[config.mk]
export PLATFORM = sky130hd
export DESIGN_NAME = blsws_cell
export DESIGN_NICKNAME = d
export VERILOG_FILES = /design/src/rtl/blsws_pkg.sv /design/src/rtl/blsws_cell.sv
export SDC_FILE = /design/constraint.sdc
export NUM_CORES = 1
export LEC_CHECK = 0
export ABC_CLOCK_PERIOD_IN_PS = 3700
export BUFFER_PORTS_ARGS = -buffer_cell sky130_fd_sc_hd__buf_4
export CAP_MARGIN = 20
export CORE_ASPECT_RATIO = 1.25
export CORE_MARGIN = 2
export CORE_UTILIZATION = 25
export CTS_BUF_LIST = sky130_fd_sc_hd__clkbuf_16
export CTS_CLUSTER_DIAMETER = 200
export DETAILED_ROUTE_END_ITERATION = 6
export PLACE_DENSITY = 0.57
export SLEW_MARGIN = 20
export SYNTH_ARGS = -nofsm -noshare
export SYNTH_HDL_FRONTEND = slang
export SYNTH_SLANG_ARGS = --single-unit
[constraint.sdc]
create_clock -name aclk -period 3.7 [get_ports aclk]
set_input_delay 0.185 -clock aclk [delete_from_list [all_inputs] [get_ports aclk]]
set_output_delay 0.185 -clock aclk [all_outputs]
set_load 0.005 [all_outputs]
[src/rtl/blsws_pkg.sv]
// ----------------------------------------------------------------------------
// blsws_pkg: shared definitions for the bounded list store
// Types, codes and default sizes used by the cells, the divider and the top.
// ----------------------------------------------------------------------------
`default_nettype none

package blsws_pkg;

    localparam int CAPACITY_DEF = 64;

    localparam logic [1:0] KIND_INSERT = 2'd0;
    localparam logic [1:0] KIND_DELETE = 2'd1;
    localparam logic [1:0] KIND_SORT   = 2'd2;

    localparam logic [1:0] STAT_OK        = 2'd0;
    localparam logic [1:0] STAT_NOT_FOUND = 2'd1;
    localparam logic [1:0] STAT_EMPTY     = 2'd2;
    localparam logic [1:0] STAT_FULL      = 2'd3;

    typedef enum logic [2:0] {
        OP_HOLD,
        OP_LOAD,
        OP_MARK,
        OP_PROP,
        OP_SHIFT,
        OP_ROTATE,
        OP_SORT
    } cell_op_t;

    typedef struct packed {
        cell_op_t op;
        logic     phase;
    } cell_ctrl_t;

    typedef enum logic [2:0] {
        ST_IDLE,
        ST_PROP,
        ST_SHIFT,
        ST_SORT,
        ST_STATS,
        ST_DIVGO,
        ST_DIV,
        ST_OUT
    } state_t;

endpackage

`default_nettype wire

[src/rtl/blsws_cell.sv]
// ----------------------------------------------------------------------------
// blsws_cell: one list position
// Holds one entry and a match flag, and trades data with its neighbors.
// ----------------------------------------------------------------------------
`default_nettype none

module blsws_cell
    import blsws_pkg::*;
#(
    parameter int IDX = 0,
    parameter int CW  = 7
) (
    input  wire logic               aclk,
    input  wire logic               aresetn,
    input  wire cell_ctrl_t         ctrl,
    input  wire logic [CW-1:0]      count,
    input  wire logic signed [31:0] value,
    input  wire logic signed [31:0] prev_data,
    input  wire logic               prev_mark,
    input  wire logic signed [31:0] next_data,
    output logic signed [31:0]      data,
    output logic                    mark
);

    logic signed [31:0] data_reg, data_next;
    logic               m_reg, m_next;
    logic               p_reg, p_next;
    logic               own_valid, next_valid, is_left, is_right;

    assign own_valid  = CW'(IDX) < count;
    assign next_valid = CW'(IDX + 1) < count;
    assign is_left    = (IDX % 2 == 0) ? !ctrl.phase : ctrl.phase;
    assign is_right   = (IDX >= 1) && !is_left;

    always_comb begin
        data_next = data_reg;
        m_next    = m_reg;
        p_next    = p_reg;
        case (ctrl.op)
            OP_LOAD: begin
                if (CW'(IDX) == count) begin
                    data_next = value;
                end
            end
            OP_MARK: begin
                m_next = own_valid && (data_reg == value);
                p_next = 1'b0;
            end
            OP_PROP: begin
                p_next = prev_mark;
            end
            OP_SHIFT: begin
                if ((p_reg || m_reg) && next_valid) begin
                    data_next = next_data;
                end
            end
            OP_ROTATE: begin
                data_next = next_data;
            end
            OP_SORT: begin
                if (is_left && next_valid && (next_data < data_reg)) begin
                    data_next = next_data;
                end else if (is_right && own_valid && (prev_data > data_reg)) begin
                    data_next = prev_data;
                end
            end
            default: begin
            end
        endcase
    end

    always_ff @(posedge aclk) begin
        data_reg <= data_next;
        if (!aresetn) begin
            m_reg <= 1'b0;
            p_reg <= 1'b0;
        end else begin
            m_reg <= m_next;
            p_reg <= p_next;
        end
    end

    assign data = data_reg;
    assign mark = p_reg || m_reg;

endmodule

`default_nettype wire

-- After elaboration in Yosys (flattened, before gate mapping)
Index checks and enable logic that the tools add are counted.
- bits in registers: 34
- input port bits: 110
- output and inout bits: 33
- word-level logic and storage cells: 31
- $lt $le $gt $ge: 3
- equality and inequality tests: 10
- multiplexer cells: 5
- reduce and logical (&&, ||, !) cells: 10
- operators by type and width (kind ; number):
    $pmux 32 s4 ; 1
    $mux 32 ; 3
    $eq 32x32->1 ; 1
    $lt 32x32->1 ; 1
    $lt 1x7->1 const A ; 2
    $eq 3x3->1 const B ; 3
    $logic_not 7->1 ; 1
    $eq 3x2->1 const B ; 2
    $ne 2x2->1 const B ; 3
    $logic_and 1x1->1 ; 4
    $reduce_and 4->1 ; 1
    $reduce_bool 4->1 ; 1
    $eq 3x1->1 const B ; 1
    $pmux 1 s2 ; 1
    $reduce_bool 2->1 ; 1
    $logic_not 1->1 ; 1
    $logic_or 1x1->1 ; 1

-- Longest topological paths before layout
- depth in word-level cells: 5
- depth in mapped cells: 8
- gate-level depth less buffers: 8

-- Worst setup path after synthesis
Ideal clock, no wire load.
- path kind: register to register
- start point: reg data_reg[31], in the netlist data[31]
- end point: reg data_reg[0], in the netlist data[0], enable pin
- setup time: 0.391 ns
- arrival: 2.614 ns
- required time: 3.309 ns
- setup slack: 0.694 ns
- cell stages (with the launch flop): 8
- path buffers: 0
- period minus slack after synthesis: 3.006 ns
- cells stage by stage: edfxtp_1 > inv_1 > ha_1 > and4_1 > and4_1 > a221o_1 > o41ai_1 > a31o_1
- longest elaborated chain between the ends: 4
- ends and longest elaborated chain (item ; line ; RTL):
    start: declaration ; blsws_cell.sv:25 ; logic signed [31:0] data_reg, data_next;
    start signal: assignment ; blsws_cell.sv:73 ; data_reg <= data_next;
    $lt 32x32->1 ; blsws_cell.sv:61 ; if (is_left && next_valid && (next_data < data_reg)) begin
    $logic_and 1x1->1 ; blsws_cell.sv:61 ;
    $ne 2x2->1 (no line) ; - ;
    $reduce_and 4->1 (no line) ; - ;
No other way between the ends.
A chain may end at the register's enable or synchronous reset.

-- Final worst setup path
- start point: reg data_reg[5], in the netlist data[5]
- end point: reg data_reg[29], in the netlist data[29], enable pin
The elaborated chain is that of the path after synthesis.

==> results.md <==
Power and ir drop
* clock network fraction of design power: 34.5%
* portion of total power attributed to sequential cells: 41.1%
* fraction of power spent switching nets: 25.6%
* cell-internal power: 0.000851 W
* leakage power of the design: 1.75 nW
* Switch Pwr: 0.000292 W
* Cell Pwr Density: 302 nW/um^2
* part of the total power dissipated in combinational logic: 24.4%
* IR drop worst, VDD: 158 uV

Timing
* worst clock skew: 4.16 ps
* Hold Vio Cnt, Final: 0
* Worst Tran Pin Value: 566 ps
* Relative slew margins: 61.9%
* setup repair after global routing missed its margin: false
* worst hold slack: 164 ps
* count of pins over their slew limit: 0
* timing-limited maximum frequency: 0.344 GHz
* sum of negative setup slack: 0 ps
* final number of setup-violating endpoints: 0
* ratio of final minimum period to clock period: 78.7%
* post-layout minimum cycle time: 2910 ps

Final layout
* Fill cells: 1027
* Layout area overhead: 43.4%
* utilization of the core after routing: 37.0%
* number of cells in the finished layout apart from fillers: 488
* post-layout instance area: 3780 um^2
* ant diodes: 0
* Net count, final: 499
* share of layout cells above drive strength 1: 42.1%
* FF+latch area: 1000 um^2
* total area of multi-input combinational cells: 1510 um^2
* max reg flops: 32

Detailed routing
* initial detailed-routing violation count: 57
* routed via count divided by cell count: 4.49
* number of remaining DRC errors: 0
* average detailed-routed wire length per instance: 15.1 um
* vias after detailed routing: 2192
* Total Wirelength: 7350 um
* final antenna-violating net count: 0
* 1st-pass router iterations: 3

Clock tree
* clock tree from TritonCTS: yes
* count of hold-fix buffers inserted at cts: 0
* Max H-tree Level: 2
* number of cells upsized or downsized after cts: 0
* clock slew at reported path FFs: 50 ps
* Root Buffer: clkbuf_16
* Worst-Skew Late Latency: 280 ps
* total clock buffers created by CTS: 5
* largest buffer count on any clock path: 2
* Clock Sinks: 34
* setup bufs post-CTS: 0

Yosys
* proportion of netlist area held by the largest area contributor: 36.4%
* Syn Area/Cell: 10.9 um^2
* Commonest cells post-synth: 32 x edfxtp_1, 32 x inv_1, 31 x ha_1
* share of the yosys chip area belonging to registers: 38.0%
* Mapped Cells: 241
* most used flip-flop cell after synthesis: edfxtp_1
* synthesis-stage register bit count: 34
* Post-Syn Nets: 382
* number of warnings issued by yosys: 0
* number of enable flip-flop cells after synthesis: 32
* number of library cell types mapped by synthesis: 39
* largest area contributor in the synthesized netlist: edfxtp_1
* cells taking the most area after synthesis: edfxtp_1 36%, ha_1 15%, mux2_2 13%
* total standard cell area after synthesis: 2640 um^2
* async set-or-reset flop fraction in the synthesized netlist: 0%

GRT
* antenna violations before repair: 0
* met1 capacity usage during global routing: 16.2%
* vias in the first global route: 2228
* pin count of the biggest net entering global routing: 23
* GRT Util Overall: 13.4%
* wire length of the first global-routing pass: 11400 um
* global routing met2 resource utilization: 23.5%
* met3 capacity usage during global routing: 3.29%
* most heavily used metal layer in global routing: met2
* total overflow reported by the global router: 0

Job
* Max Cap Violations: 0

Place
* DP Wirelength: 6220 um
* cell area after placement: 3640 um^2
* number of buffers added on ports: 110
* number of cells after detailed placement: 480
* GPL Wtd Cong: 0.729

Worst setup path
* Worst Setup End Kind: flop
* FF-to-FF Start: data[5]$_DFFE_PP_
* class of the most critical setup path: reg -> reg
* cells along the critical path: inv_1 -> ha_1 -> a21o_1 -> a221oi_1 -> a2bb2oi_1 -> a31oi_1 -> o41ai_1 -> a31o_1 -> buf_4
* slowest cell on the critical path: edfxtp_1
* crit path launch type: flop
* required time of the worst setup path: 3640 ps
* largest fanout on the critical path: 22
* r2r endpoint: data[29]$_DFFE_PP_
* setup slack of the worst register-to-register path: 790 ps
* depth of the most critical reg-to-reg path: 9
* arrival time at the worst endpoint: 2850 ps
* Max stage delay on crit path: 420 ps

Floorplan
* Initial Util: 25.8%
* Die Span Y: 119 um
* total die area: 11400 um^2
* placeable core region: 10200 um^2
* number of I/O pins: 143
* die width: 95.9 um
* number of placement rows: 41

Run status
* result of the run: finished, final reports clean

Hold path
* Min-Delay Path Depth: 2
* capture endpoint of the worst hold path: m_reg$_SDFFE_PN0P_
* origin of the worst min-delay path: aresetn
* worst min-delay path class: in -> reg

[cell type report]
type / instances / share of cell area [%]
flip-flops and latches: 34 / 26.5
clock buffers: 5 / 3.31
clock inverters: 3 / 0.331
well taps: 129 / 4.27
multi-input cells: 172 / 40.0
repair buffers: 113 / 22.4
inverters: 32 / 3.18
[stage by stage]
stage | power [W] | worst slack, ps
finish | 0.00114 | 790
global route | 0.00122 | 525
CTS | 0.00117 | 644
detailed placement | 0.000762 | 670
global placement | 0.000758 | 689
floorplan | 0.000608 | 694
[how the worst max path moves through the flow]
stage	cells after the start	to	startpoint	slack (ps)
2_1_floorplan	7	data[0]$_DFFE_PP_	data[31]$_DFFE_PP_	690
3_3_place_gp	9	data[21]$_DFFE_PP_	data[5]$_DFFE_PP_	690
3_5_place_dp	9	data[18]$_DFFE_PP_	data[5]$_DFFE_PP_	670
4_1_cts	9	data[26]$_DFFE_PP_	data[5]$_DFFE_PP_	640
5_1_grt	9	data[29]$_DFFE_PP_	data[5]$_DFFE_PP_	520
6_report	9	data[29]$_DFFE_PP_	data[5]$_DFFE_PP_	790
[cell families (layout without fill, tap and decap cells)]
family / count (synthesis) / count (layout) / synth area share [%]
adder cells (fa/ha/maj): 31 / 31 / 14.7
multiplexers: 32 / 32 / 13.7
XOR/XNOR: 32 / 32 / 10.6
flip-flops: 34 / 34 / 38.0
AND/OR/NAND/NOR: 44 / 44 / 9.68
AO/OA/AOI/OAI: 33 / 33 / 8.21
buffers and inverters: 35 / 153 / 5.13
[routing by layer]
metal / part of all wire [%] / vias to the layer above
li1: - / 1112
met1: 42 / 1014
met2: 52 / 59
met3: 5.2 / 7
met4: 0.94 / 0
met5: 0 / -
[cell usage in the layout (no fill, tap or decap), types with 2 or more instances in the layout]
cell,instances
o21ai_0,4
xor2_1,28
mux2_2,30
xnor2_1,4
clkbuf_16,5
a21oi_1,11
buf_4,113
dfxtp_1,2
inv_1,33
and4_1,5
mux2_1,2
nand3_1,4
edfxtp_1,32
nand2_1,11
a21o_1,3
ha_1,31
nand4_1,3
o21a_1,2
nor4_1,8
nor2_1,5
[power groups by stage]
stage | logic [W] | registers, W | clock network, W
2_1_floorplan | 0.000132 | 0.000477 | 0
3_3_place_gp | 0.000282 | 0.000477 | 0
3_5_place_dp | 0.000284 | 0.000477 | 0
4_1_cts | 0.000286 | 0.000470 | 0.000410
5_1_grt | 0.000315 | 0.000472 | 0.000436
6_report | 0.000279 | 0.000469 | 0.000395
[worst max-delay path, delay by kind of cell (launching register included)]
family / cells / cell delay, ps
AO/OA/AOI/OAI: 6 / 1510
adder cells (fa/ha/maj): 1 / 230
buffers and inverters: 2 / 400
flip-flops: 1 / 420
Note: power is estimated with default switching activity, not from simulation.
