## config.mk

```make
export PLATFORM = sky130hd
export DESIGN_NAME = blsws_div
export DESIGN_NICKNAME = d
export VERILOG_FILES = /design/src/rtl/blsws_pkg.sv /design/src/rtl/blsws_div.sv
export SDC_FILE = /design/constraint.sdc
export NUM_CORES = 1
export LEC_CHECK = 0
export BUFFER_PORTS_ARGS = -buffer_cell sky130_fd_sc_hd__clkbuf_2
export CAP_MARGIN = 20
export CORE_MARGIN = 2
export CORE_UTILIZATION = 35
export DETAILED_ROUTE_END_ITERATION = 6
export PLACE_DENSITY = 0.59
export SLEW_MARGIN = 20
export SYNTH_ARGS = -nofsm -noshare
export SYNTH_HDL_FRONTEND = slang
export SYNTH_SLANG_ARGS = --single-unit
```

## constraint.sdc

```tcl
create_clock -name aclk -period 3.8 [get_ports aclk]
set_input_delay 0 -clock aclk [delete_from_list [all_inputs] [get_ports aclk]]
set_output_delay 0 -clock aclk [all_outputs]
set_load 0.05 [all_outputs]
```

## src/rtl/blsws_pkg.sv

```systemverilog
// ----------------------------------------------------------------------------
// blsws_pkg: shared definitions for the bounded list store
// Types, codes and default sizes used by the cells, the divider and the top.
// ----------------------------------------------------------------------------
`default_nettype none

package blsws_pkg;

    localparam int CAPACITY_DEF = 64;

    localparam logic [1:0] KIND_INSERT = 2'd0;
    localparam logic [1:0] KIND_DELETE = 2'd1;
    localparam logic [1:0] KIND_SORT   = 2'd2;

    localparam logic [1:0] STAT_OK        = 2'd0;
    localparam logic [1:0] STAT_NOT_FOUND = 2'd1;
    localparam logic [1:0] STAT_EMPTY     = 2'd2;
    localparam logic [1:0] STAT_FULL      = 2'd3;

    typedef enum logic [2:0] {
        OP_HOLD,
        OP_LOAD,
        OP_MARK,
        OP_PROP,
        OP_SHIFT,
        OP_ROTATE,
        OP_SORT
    } cell_op_t;

    typedef struct packed {
        cell_op_t op;
        logic     phase;
    } cell_ctrl_t;

    typedef enum logic [2:0] {
        ST_IDLE,
        ST_PROP,
        ST_SHIFT,
        ST_SORT,
        ST_STATS,
        ST_DIVGO,
        ST_DIV,
        ST_OUT
    } state_t;

endpackage

`default_nettype wire

```

## src/rtl/blsws_div.sv

```systemverilog
// ----------------------------------------------------------------------------
// blsws_div: signed sum over entry count
// Restoring divider, one quotient bit per cycle, truncating toward zero.
// ----------------------------------------------------------------------------
`default_nettype none

module blsws_div
    import blsws_pkg::*;
#(
    parameter int CW = 7,
    parameter int SW = 39
) (
    input  wire logic               aclk,
    input  wire logic               aresetn,
    input  wire logic               start,
    input  wire logic signed [SW-1:0] dividend,
    input  wire logic [CW-1:0]      divisor,
    output logic                    done,
    output logic signed [31:0]      quotient
);

    localparam int BW = $clog2(SW + 1);

    logic [CW-1:0] rem_reg, rem_next;
    logic [SW-1:0] quo_reg, quo_next;
    logic [CW-1:0] div_reg;
    logic          neg_reg;
    logic [BW-1:0] bit_reg, bit_next;
    logic          busy_reg, busy_next, done_reg, done_next;
    logic [CW:0]   trial;
    logic [SW-1:0] signed_q;

    assign trial = {rem_reg, quo_reg[SW-1]};

    always_comb begin
        rem_next  = rem_reg;
        quo_next  = quo_reg;
        bit_next  = bit_reg;
        busy_next = busy_reg;
        done_next = 1'b0;
        if (start) begin
            rem_next  = '0;
            quo_next  = dividend[SW-1] ? (~dividend + 1'b1) : dividend;
            bit_next  = BW'(SW);
            busy_next = 1'b1;
        end else if (busy_reg) begin
            if (trial >= {1'b0, div_reg}) begin
                rem_next = CW'(trial - {1'b0, div_reg});
                quo_next = {quo_reg[SW-2:0], 1'b1};
            end else begin
                rem_next = trial[CW-1:0];
                quo_next = {quo_reg[SW-2:0], 1'b0};
            end
            bit_next = bit_reg - 1'b1;
            if (bit_reg == BW'(1)) begin
                busy_next = 1'b0;
                done_next = 1'b1;
            end
        end
    end

    always_ff @(posedge aclk) begin
        rem_reg <= rem_next;
        quo_reg <= quo_next;
        bit_reg <= bit_next;
        if (start) begin
            div_reg <= divisor;
            neg_reg <= dividend[SW-1];
        end
        if (!aresetn) begin
            busy_reg <= 1'b0;
            done_reg <= 1'b0;
        end else begin
            busy_reg <= busy_next;
            done_reg <= done_next;
        end
    end

    assign signed_q = neg_reg ? (~quo_reg + 1'b1) : quo_reg;
    assign done     = done_reg;
    assign quotient = signed_q[31:0];

endmodule

`default_nettype wire

```

=== After elaboration in Yosys (flattened, before gate mapping) ===
Cells that the tools add are included.

* Memory bits (read-only): 0
* Memories kept: 0
* Word-level logic and storage cells: 29
* Latch bits: 0
* Bits of input ports: 49
* Bits in registers: 62
* Memory bits (writable): 0

* Reductions and logical operators: 2
* Multiplexer cells: 10
* Bitwise gates (word level): 4
* Shifts and indexed selects: 0
* Divide/modulo/power cells: 0
* $lt $le $gt $ge: 1
* Add/sub/neg operators: 4
* Multiply operators: 0
* Equal/unequal tests: 1

{| class="wikitable"
|+ Operators by type and width
! kind !! count
|-
| 39-bit 2-to-1 mux || 3
|-
| 39-bit by 1-bit adder with 39-bit output, second input constant || 1
|-
| 39-bit NOT || 1
|-
| 32-bit by 1-bit adder with 32-bit output, second input constant || 1
|-
| 32-bit 2-to-1 mux || 1
|-
| 32-bit NOT || 1
|-
| 8-bit by 7-bit >= comparator with 1-bit output || 1
|-
| 7-bit 2-to-1 mux || 1
|-
| 7-bit subtractor || 1
|-
| 6-bit by 1-bit == test with 1-bit output, second input constant || 1
|-
| 6-bit by 1-bit subtractor with 6-bit output, second input constant || 1
|-
| 1-bit 2-to-1 mux || 5
|-
| 3-bit OR reduction || 1
|-
| 1-bit NOT || 2
|-
| 2-bit nonzero test || 1
|}

=== Depth between registers and ports, before layout ===
Gate-level depths: netlist (run 1).

* Depth in word-level cells: 4
* Mapped depth: 8
* Mapped depth without buffers: 8

=== Worst setup path after synthesis (run 1) ===
Ideal clock, no wire load.

* Path kind: register to output
* Start point: register quo_reg[6]
* End point: output port quotient[18]
* Required time: 3.800 ns
* Setup slack: 1.395 ns
* Buffers on the path: 0
* Data arrival time: 2.405 ns
* Stages on the path, launching flop included: 6
* Cells stage by stage: edfxtp_1 -> or4_4 -> or2_1 -> or3_4 -> o41ai_2 -> xnor2_1

* Word-level cells in the longest chain between the ends: 3

{| class="wikitable"
|+ RTL lines
! item !! RTL line !! RTL
|-
| start: declaration || blsws_div.sv:25 || <nowiki>logic [SW-1:0] quo_reg, quo_next;</nowiki>
|-
| start signal: assignment || blsws_div.sv:64 || <nowiki>quo_reg <= quo_next;</nowiki>
|-
| 32-bit NOT || blsws_div.sv:79 || <nowiki>assign signed_q = neg_reg ? (~quo_reg + 1'b1) : quo_reg;</nowiki>
|-
| 32-bit by 1-bit adder with 32-bit output || blsws_div.sv:79 ||
|-
| 32-bit 2-to-1 mux || blsws_div.sv:79 ||
|-
| end: declaration || blsws_div.sv:19 || <nowiki>output logic signed [31:0] quotient</nowiki>
|}

No other way between the ends.

=== Worst setup path in the final report (run 1) ===
* Start point: register quo_reg[4]
* End point: output port quotient[26]

Same word-level chain as after synthesis.

==> metrics.md, run 1 <==
| Metric | Value |
|---|---|
| Critical Path RT | `3800 ps` |
| CP delay by family, top | `simple AND/OR/NAND/NOR gates` |
| Clk Latency, worst-skew pair | `330 ps` |
| Power density over the cells | `450 nW/um2` |
| Slowest cell delay on critical path | `620 ps` |
| Yosys reg bits | `62` |
| Count of antenna diodes in the layout | `0` |
| Deepest level of the CTS H-tree | `3` |
| Port Buffers | `81` |
| Area growth from synthesis to layout | `22.4%` |
| Total chip power | `2.39 mW` |
| Worst min path class | `primary input to flop` |
| Number of antenna violations at the first check in global routing | `0` |
| Slowest cell on crit path | `sky130_fd_sc_hd__nor4_1` |
| Die X | `115 um` |
| RSZ-0062 raised after global routing | `false` |
| Maximum fanout along the worst path | `5` |
| # fillers | `1183` |
| CP Buf/Inv Count | `1` |
| Inserted Clock Buffers | `9` |
| Unique masters post-synth | `49` |
| Critical path type | `flop to primary output` |
| GRT Overall Usage | `17.0%` |
| DP Wirelength | `7.85 mm` |
| Num rows | `40` |
| Design Area, Final | `5320 um2` |
| First-pass DRT Iterations | `4` |
| Number of global-route vias before repair | `3709` |
| Final Hold Fails | `0` |
| Endpoint arrival time on the critical path | `3090 ps` |
| Pin count of the biggest net entering global routing | `78` |
| Final critical-path required period | `3090 ps` |
| DRC viols | `0` |
| YS warnings | `0` |
| Worst-path cell chain | `or4_4, nor4_1, nand4_1, o41ai_1, xnor2_1, clkbuf_2` |
| Standard cell core area | `12100 um2` |
| Seq/Total Area, Yosys | `39.4%` |
| Most common cell after layout, fill and taps aside | `sky130_fd_sc_hd__clkbuf_2` |
| Placement-stage cell area | `4920 um2` |
| Register Area | `1710 um2` |
| Number of buffers between clock root and the deepest sink | `2` |
| Netlist area before placement | `4350 um2` |
| Die ar. | `13300 um2` |
| Ys async rst share | `0%` |
| Final clock period utilization by the worst path | `81.3%` |
| Peak supply drop | `243 uV` |
| Average size of a mapped cell | `9.13 um2` |
| Synthesized instance count | `476` |
| Leakage Power | `2.00 nW` |
| Per-cell via count in the routed design | `5.28` |
| Count of boundary I/O pins | `82` |
| Multi-input gate area | `2470 um2` |
| Count of clock tree sinks | `62` |
| Total negative slack for setup checks | `0 ps` |
| Post-route antenna net violation count | `0` |
| Outcome | `finished clean` |
| Category of the worst setup path launch point | `flop` |
| Clock-pin slew of the registers on the worst-case setup and hold paths | `50 ps` |
| Setup Skew | `5.94 ps` |
| Final GP Congestion | `0.785` |
| Worst slew margin relative to its limit | `34.5%` |
| Dominant register cell in the synthesized netlist | `sky130_fd_sc_hd__edfxtp_1` |
| Initial detailed-routing violation count | `277` |
| Routed wire length | `10.9 mm` |
| CTS tree | `done` |
| Number of vias in the routed layout | `3871` |
| Mapped Nets | `537` |
| First-pass GRT wire length | `18.1 mm` |
| Post-CTS sizing | `0` |
| Post-DR wirelength/cell | `14.8 um` |
| Post-synth EDFFs | `47` |
| Leading cell types in the layout, fill and taps excluded | `80 x sky130_fd_sc_hd__clkbuf_2, 55 x sky130_fd_sc_hd__nor2_1, 47 x sky130_fd_sc_hd__edfxtp_1` |
| Critical path capture point type | `primary output` |
| Final count of pins violating max slew | `0` |
| Number of max-cap violations | `0` |
| Max reg flops | `39` |
| GR Overflow Total | `0` |
| Clock Tree Root | `sky130_fd_sc_hd__clkbuf_16` |
| Layout Nets | `621` |
| Initial core utilization | `36.0%` |
| Die Ht | `115 um` |
| Upper clock frequency limit | `0.324 GHz` |
| Fraction of layout cells with a size suffix above 1 | `20.0%` |
| Pin slew with the least headroom to its limit | `982 ps` |
| Count of final setup violators | `0` |
## power by group
group | leakage, nW | switching (mW) | internal (mW)
logic | 1.25 | 0.458 | 0.210
clock network | 0.159 | 0.290 | 0.554
registers | 0.584 | 0.0710 | 0.811
## logic make-up (layout without fill, tap and decap cells)
| group | Yosys count | after routing | synth area share (%) |
|---|---|---|---|
| and+or+nand+nor | 162 | 162 | 19.2 |
| AOI/OAI and AO/OA | 121 | 121 | 18.6 |
| xor gates and xnor gates | 72 | 72 | 14.5 |
| DFF | 62 | 62 | 39.4 |
| buffers and inverters | 43 | 132 | 3.83 |
| adders and majority gates | 12 | 12 | 3.63 |
| muxes | 4 | 4 | 0.921 |
## worst reg2reg max path: cells and delay by family, from the launching register on
kind / cells / cell delay (ps)
and+or+nand+nor: 1 / 180
buffers and inverters: 2 / 240
adders and majority gates: 2 / 630
AOI/OAI and AO/OA: 4 / 730
DFF: 1 / 350
## worst paths after layout
check / from / to / slack, ps / depth (start not counted)
max: quo_reg[4] / quotient[26] / 710 / 6
min: dividend[34] / quo_reg[34] / 70 / 2
min reg2reg: rem_reg[6] / rem_reg[6] / 480 / 1
max reg2reg: quo_reg[38] / rem_reg[5] / 1590 / 9
## metrics by stage
stage | utilization (%) | std cells | setup WS (ps) | hold slack (ps)
after floorplan | - | 476 | 1390 | 98.9
after global placement | 40.8 | 709 | 1050 | 179
after detailed placement | 40.8 | 709 | 1020 | 179
after CTS | 44.1 | 733 | 671 | 54.7
after global routing | 44.1 | 733 | 529 | 72.1
final | 44.1 | 733 | 711 | 69.5
## timing repair
action | CTS | global route
hold endpoints to repair | 9 | 0
buffers inserted | 0 | 0
hold buffers | 8 | 0
## cells in the mapped netlist (3+ instances only)
cell type | n | area [um2]
sky130_fd_sc_hd__nand2_1 | 23 | 86.3
sky130_fd_sc_hd__o31ai_1 | 16 | 120
sky130_fd_sc_hd__o21ai_0 | 22 | 110
sky130_fd_sc_hd__nor3_1 | 10 | 50.1
sky130_fd_sc_hd__nand3_1 | 9 | 45.0
sky130_fd_sc_hd__nand4b_1 | 4 | 35.0
sky130_fd_sc_hd__nor4_1 | 10 | 62.6
sky130_fd_sc_hd__clkbuf_1 | 19 | 71.3
sky130_fd_sc_hd__or2_2 | 5 | 31.3
sky130_fd_sc_hd__nor2b_1 | 6 | 37.5
sky130_fd_sc_hd__nor2_1 | 55 | 206
sky130_fd_sc_hd__a21oi_1 | 43 | 215
sky130_fd_sc_hd__nand2b_1 | 10 | 62.6
sky130_fd_sc_hd__nand4_1 | 8 | 50.1
sky130_fd_sc_hd__o32ai_1 | 3 | 26.3
sky130_fd_sc_hd__edfxtp_1 | 47 | 1410
sky130_fd_sc_hd__a41oi_1 | 3 | 26.3
sky130_fd_sc_hd__o41ai_1 | 20 | 175
sky130_fd_sc_hd__or4_1 | 4 | 30.0
sky130_fd_sc_hd__mux2i_1 | 4 | 40.0
sky130_fd_sc_hd__ha_1 | 11 | 138
sky130_fd_sc_hd__dfxtp_1 | 15 | 300
sky130_fd_sc_hd__or3_1 | 7 | 43.8
sky130_fd_sc_hd__xnor2_1 | 38 | 333
sky130_fd_sc_hd__xor2_1 | 34 | 298
sky130_fd_sc_hd__inv_1 | 20 | 75.1
## cell type report
type                       count  share of cell area, %
clock buffer                  14                   5.76
clock inverter                 2                  0.188
inverter                      20                   1.41
multi-input combinational    371                   46.4
sequential                    62                   32.2
tap                          168                   3.95
timing repair buffer          96                   10.1
## metal layers
metal	share of wire, %	global-route usage (%)	up-vias	routed length (um)
li1	-	-	1937	-
met1	46	22.8	1832	4940
met2	48	27.6	96	5170
met3	6.3	4.60	6	684
met4	0.58	3.69	0	63
met5	0	0	-	0
(Power assumes the default switching activity.)
==> run 2, diff against run 1 <==
clock period = 3.2 ns   (was 3.8 ns; I/O delays follow)
==> run 2 against run 1 <==
Final area up 0.63%. Register-to-register slack worse by 840 ps. Die area unchanged.
==> metrics.md, run 2 (synthesis results as in run 1) <==
| Metric | Value |
|---|---|
| Clk Latency, worst-skew pair | `330 ps (about the same)` |
| Worst slew margin relative to its limit | `48.6% (was 34.5%)` |
| Final clock period utilization by the worst path | `93.4%` |
| Worst min path class | `primary input to flop (unchanged)` |
| Deepest level of the CTS H-tree | `3 (unchanged)` |
| Max reg flops | `39 (unchanged)` |
| Clock-pin slew of the registers on the worst-case setup and hold paths | `50 ps (about the same)` |
| Die Ht | `115 um (unchanged)` |
| Worst-case reg-to-reg path depth | `9 (unchanged)` |
| Number of antenna violations at the first check in global routing | `0 (unchanged)` |
| Category of the worst setup path launch point | `flop (unchanged)` |
| Pin count of the biggest net entering global routing | `66 (was 78)` |
| GR Overflow Total | `0 (unchanged)` |
| Final count of pins violating max slew | `0 (unchanged)` |
| Standard cell core area | `12100 um2 (unchanged)` |
| Most common cell after layout, fill and taps aside | `sky130_fd_sc_hd__clkbuf_2 (unchanged)` |
| Count of boundary I/O pins | `82 (unchanged)` |
| First-pass DRT Iterations | `5 (was 4)` |
| Final GP Congestion | `0.819 (was 0.785)` |
| Clock Tree Root | `sky130_fd_sc_hd__clkbuf_16 (unchanged)` |
| Number of vias in the routed layout | `3861 (was 3871)` |
| Area growth from synthesis to layout | `23.2% (was 22.4%)` |
| Port Buffers | `81 (unchanged)` |
| Final Hold Fails | `0 (unchanged)` |
| Count of antenna diodes in the layout | `0 (unchanged)` |
| Initial detailed-routing violation count | `360 (was 277)` |
| Peak supply drop | `243 uV (about the same)` |
| Count of final setup violators | `0 (unchanged)` |
| Initial core utilization | `36.0% (unchanged)` |
| RSZ-0062 raised after global routing | `false (unchanged)` |
| Die X | `115 um (unchanged)` |
| First-pass GRT wire length | `18.1 mm (about the same)` |
| Setup Skew | `8.04 ps (was 5.94 ps)` |
| Timing endpoint of the critical path | `quotient[29] (was quotient[26])` |
| GRT Overall Usage | `17.2% (was 17.0%)` |
| Layout Nets | `625 (was 621)` |
| Die ar. | `13300 um2 (unchanged)` |
| Critical path type | `flop to primary output (unchanged)` |
| CTS tree | `done (unchanged)` |
| Inserted Clock Buffers | `9 (unchanged)` |
| Num rows | `40 (unchanged)` |
| DRC viols | `0 (unchanged)` |
| Per-cell via count in the routed design | `5.24 (was 5.28)` |
| Power density over the cells | `522 nW/um2 (was 450 nW/um2)` |
| Endpoint arrival time on the critical path | `2990 ps (was 3090 ps)` |
| Post-route antenna net violation count | `0 (unchanged)` |
| Crit Reg-Reg Endpoint | `quo_reg[0] (was rem_reg[5])` |
| Number of global-route vias before repair | `3669 (was 3709)` |
| FF-to-FF setup slack | `750 ps (was 1590 ps)` |
| Total negative slack for setup checks | `0 ps (unchanged)` |
| Fin Hold WS | `53.8 ps (was 69.5 ps)` |
| Leakage Power | `2.01 nW (was 2.00 nW)` |
| Upper clock frequency limit | `0.335 GHz` |
| Critical path capture point type | `primary output (unchanged)` |
| Leading cell types in the layout, fill and taps excluded | `80 x sky130_fd_sc_hd__clkbuf_2, 55 x sky130_fd_sc_hd__nor2_1, 47 x sky130_fd_sc_hd__edfxtp_1 (unchanged)` |
| Critical Path RT | `3200 ps (was 3800 ps)` |
| Count of clock tree sinks | `62 (unchanged)` |
| Number of buffers between clock root and the deepest sink | `2 (unchanged)` |
| Maximum fanout along the worst path | `5 (unchanged)` |
| Pin slew with the least headroom to its limit | `771 ps (was 982 ps)` |
| Outcome | `finished clean (unchanged)` |
| Routed wire length | `11.0 mm (was 10.9 mm)` |
| Fraction of layout cells with a size suffix above 1 | `20.9% (was 20.0%)` |
| Post-CTS setup buffers | `0 (unchanged)` |
| Final critical-path required period | `2990 ps` |
| Critical register-to-register path startpoint | `quo_reg[38] (unchanged)` |
| Timing startpoint of the critical path | `quo_reg[6] (was quo_reg[4])` |
| Number of max-cap violations | `0 (unchanged)` |
| # fillers | `1173 (was 1183)` |
| Post-DR wirelength/cell | `14.9 um (was 14.8 um)` |
| DP Wirelength | `7.79 mm (was 7.85 mm)` |
## run 2: cell count changes in the layout (fill, tap and decap cells not counted), sizes merged
cell	before	now
clkbuf	94	90
clkinv	2	5
buf	8	12
bufinv	0	1
## run 2: report_power, final
part	internal, mW	switching, mW	leakage [nW]
clock	0.594	0.346	0.143
sequential	0.963	0.0776	0.584
combinational	0.255	0.557	1.28
total	1.81	0.981	2.01
## run 2: final cells by class
class	count	area (um2)	share of cell area, %
Inverter	20	75.1	1.40
Multi-Input combinational cell	371	2490	46.4
Clock buffer	10	229	4.28
Sequential cell	62	1710	32.0
Timing Repair Buffer	100	588	11.0
Clock inverter	6	53.8	1.00
Tap cell	168	210	3.93
## run 2: worst min-delay path by stage
stage / cells after the start / start / end / slack (ps)
detailed placement: 1 / divisor[3] / div_reg[3] / 180
global route: 2 / dividend[34] / quo_reg[34] / 80
floorplan: 0 / divisor[0] / div_reg[0] / 100
CTS: 2 / dividend[34] / quo_reg[34] / 40
global placement: 1 / divisor[3] / div_reg[3] / 180
finish: 2 / dividend[34] / quo_reg[34] / 50
## run 2: timing repair
item / 4_1_cts / 5_1_grt
gates resized for setup: 0 / 3
hold endpoints to repair: 9 / 0
hold buffers: 8 / 0
setup endpoints to repair: 0 / 5
## run 2: worst max-delay path, stage by stage, from the launching register on
cell and delay, ps:
sky130_fd_sc_hd__edfxtp_1 430, sky130_fd_sc_hd__or4_4 610, sky130_fd_sc_hd__nor4_2 460, sky130_fd_sc_hd__nand4_1 290, sky130_fd_sc_hd__o41ai_1 400, sky130_fd_sc_hd__xnor2_1 170
sky130_fd_sc_hd__clkbuf_2 300
## run 2: stage by stage
step | utilization (%) | total power, mW | setup slack, ps | instances | cell area [um2]
6_report | 44.4 | 2.79 | 211 | 737 | 5350
5_1_grt | 44.4 | 2.93 | 5.75 | 737 | 5350
4_1_cts | 44.0 | 2.81 | 46.9 | 736 | 5310
3_5_place_dp | 41.0 | 1.85 | 399 | 712 | 4950
3_3_place_gp | 41.0 | 1.84 | 468 | 712 | 4950
2_1_floorplan | - | 1.64 | 795 | 476 | 4350
## run 2: metal layers
metal,share of wire [%],track usage [%],vias to the layer above
li1,-,-,1940
met1,47,23.3,1803
met2,45,27.2,105
met3,6.3,4.34,13
met4,1.4,5.14,0
met5,0,0,-
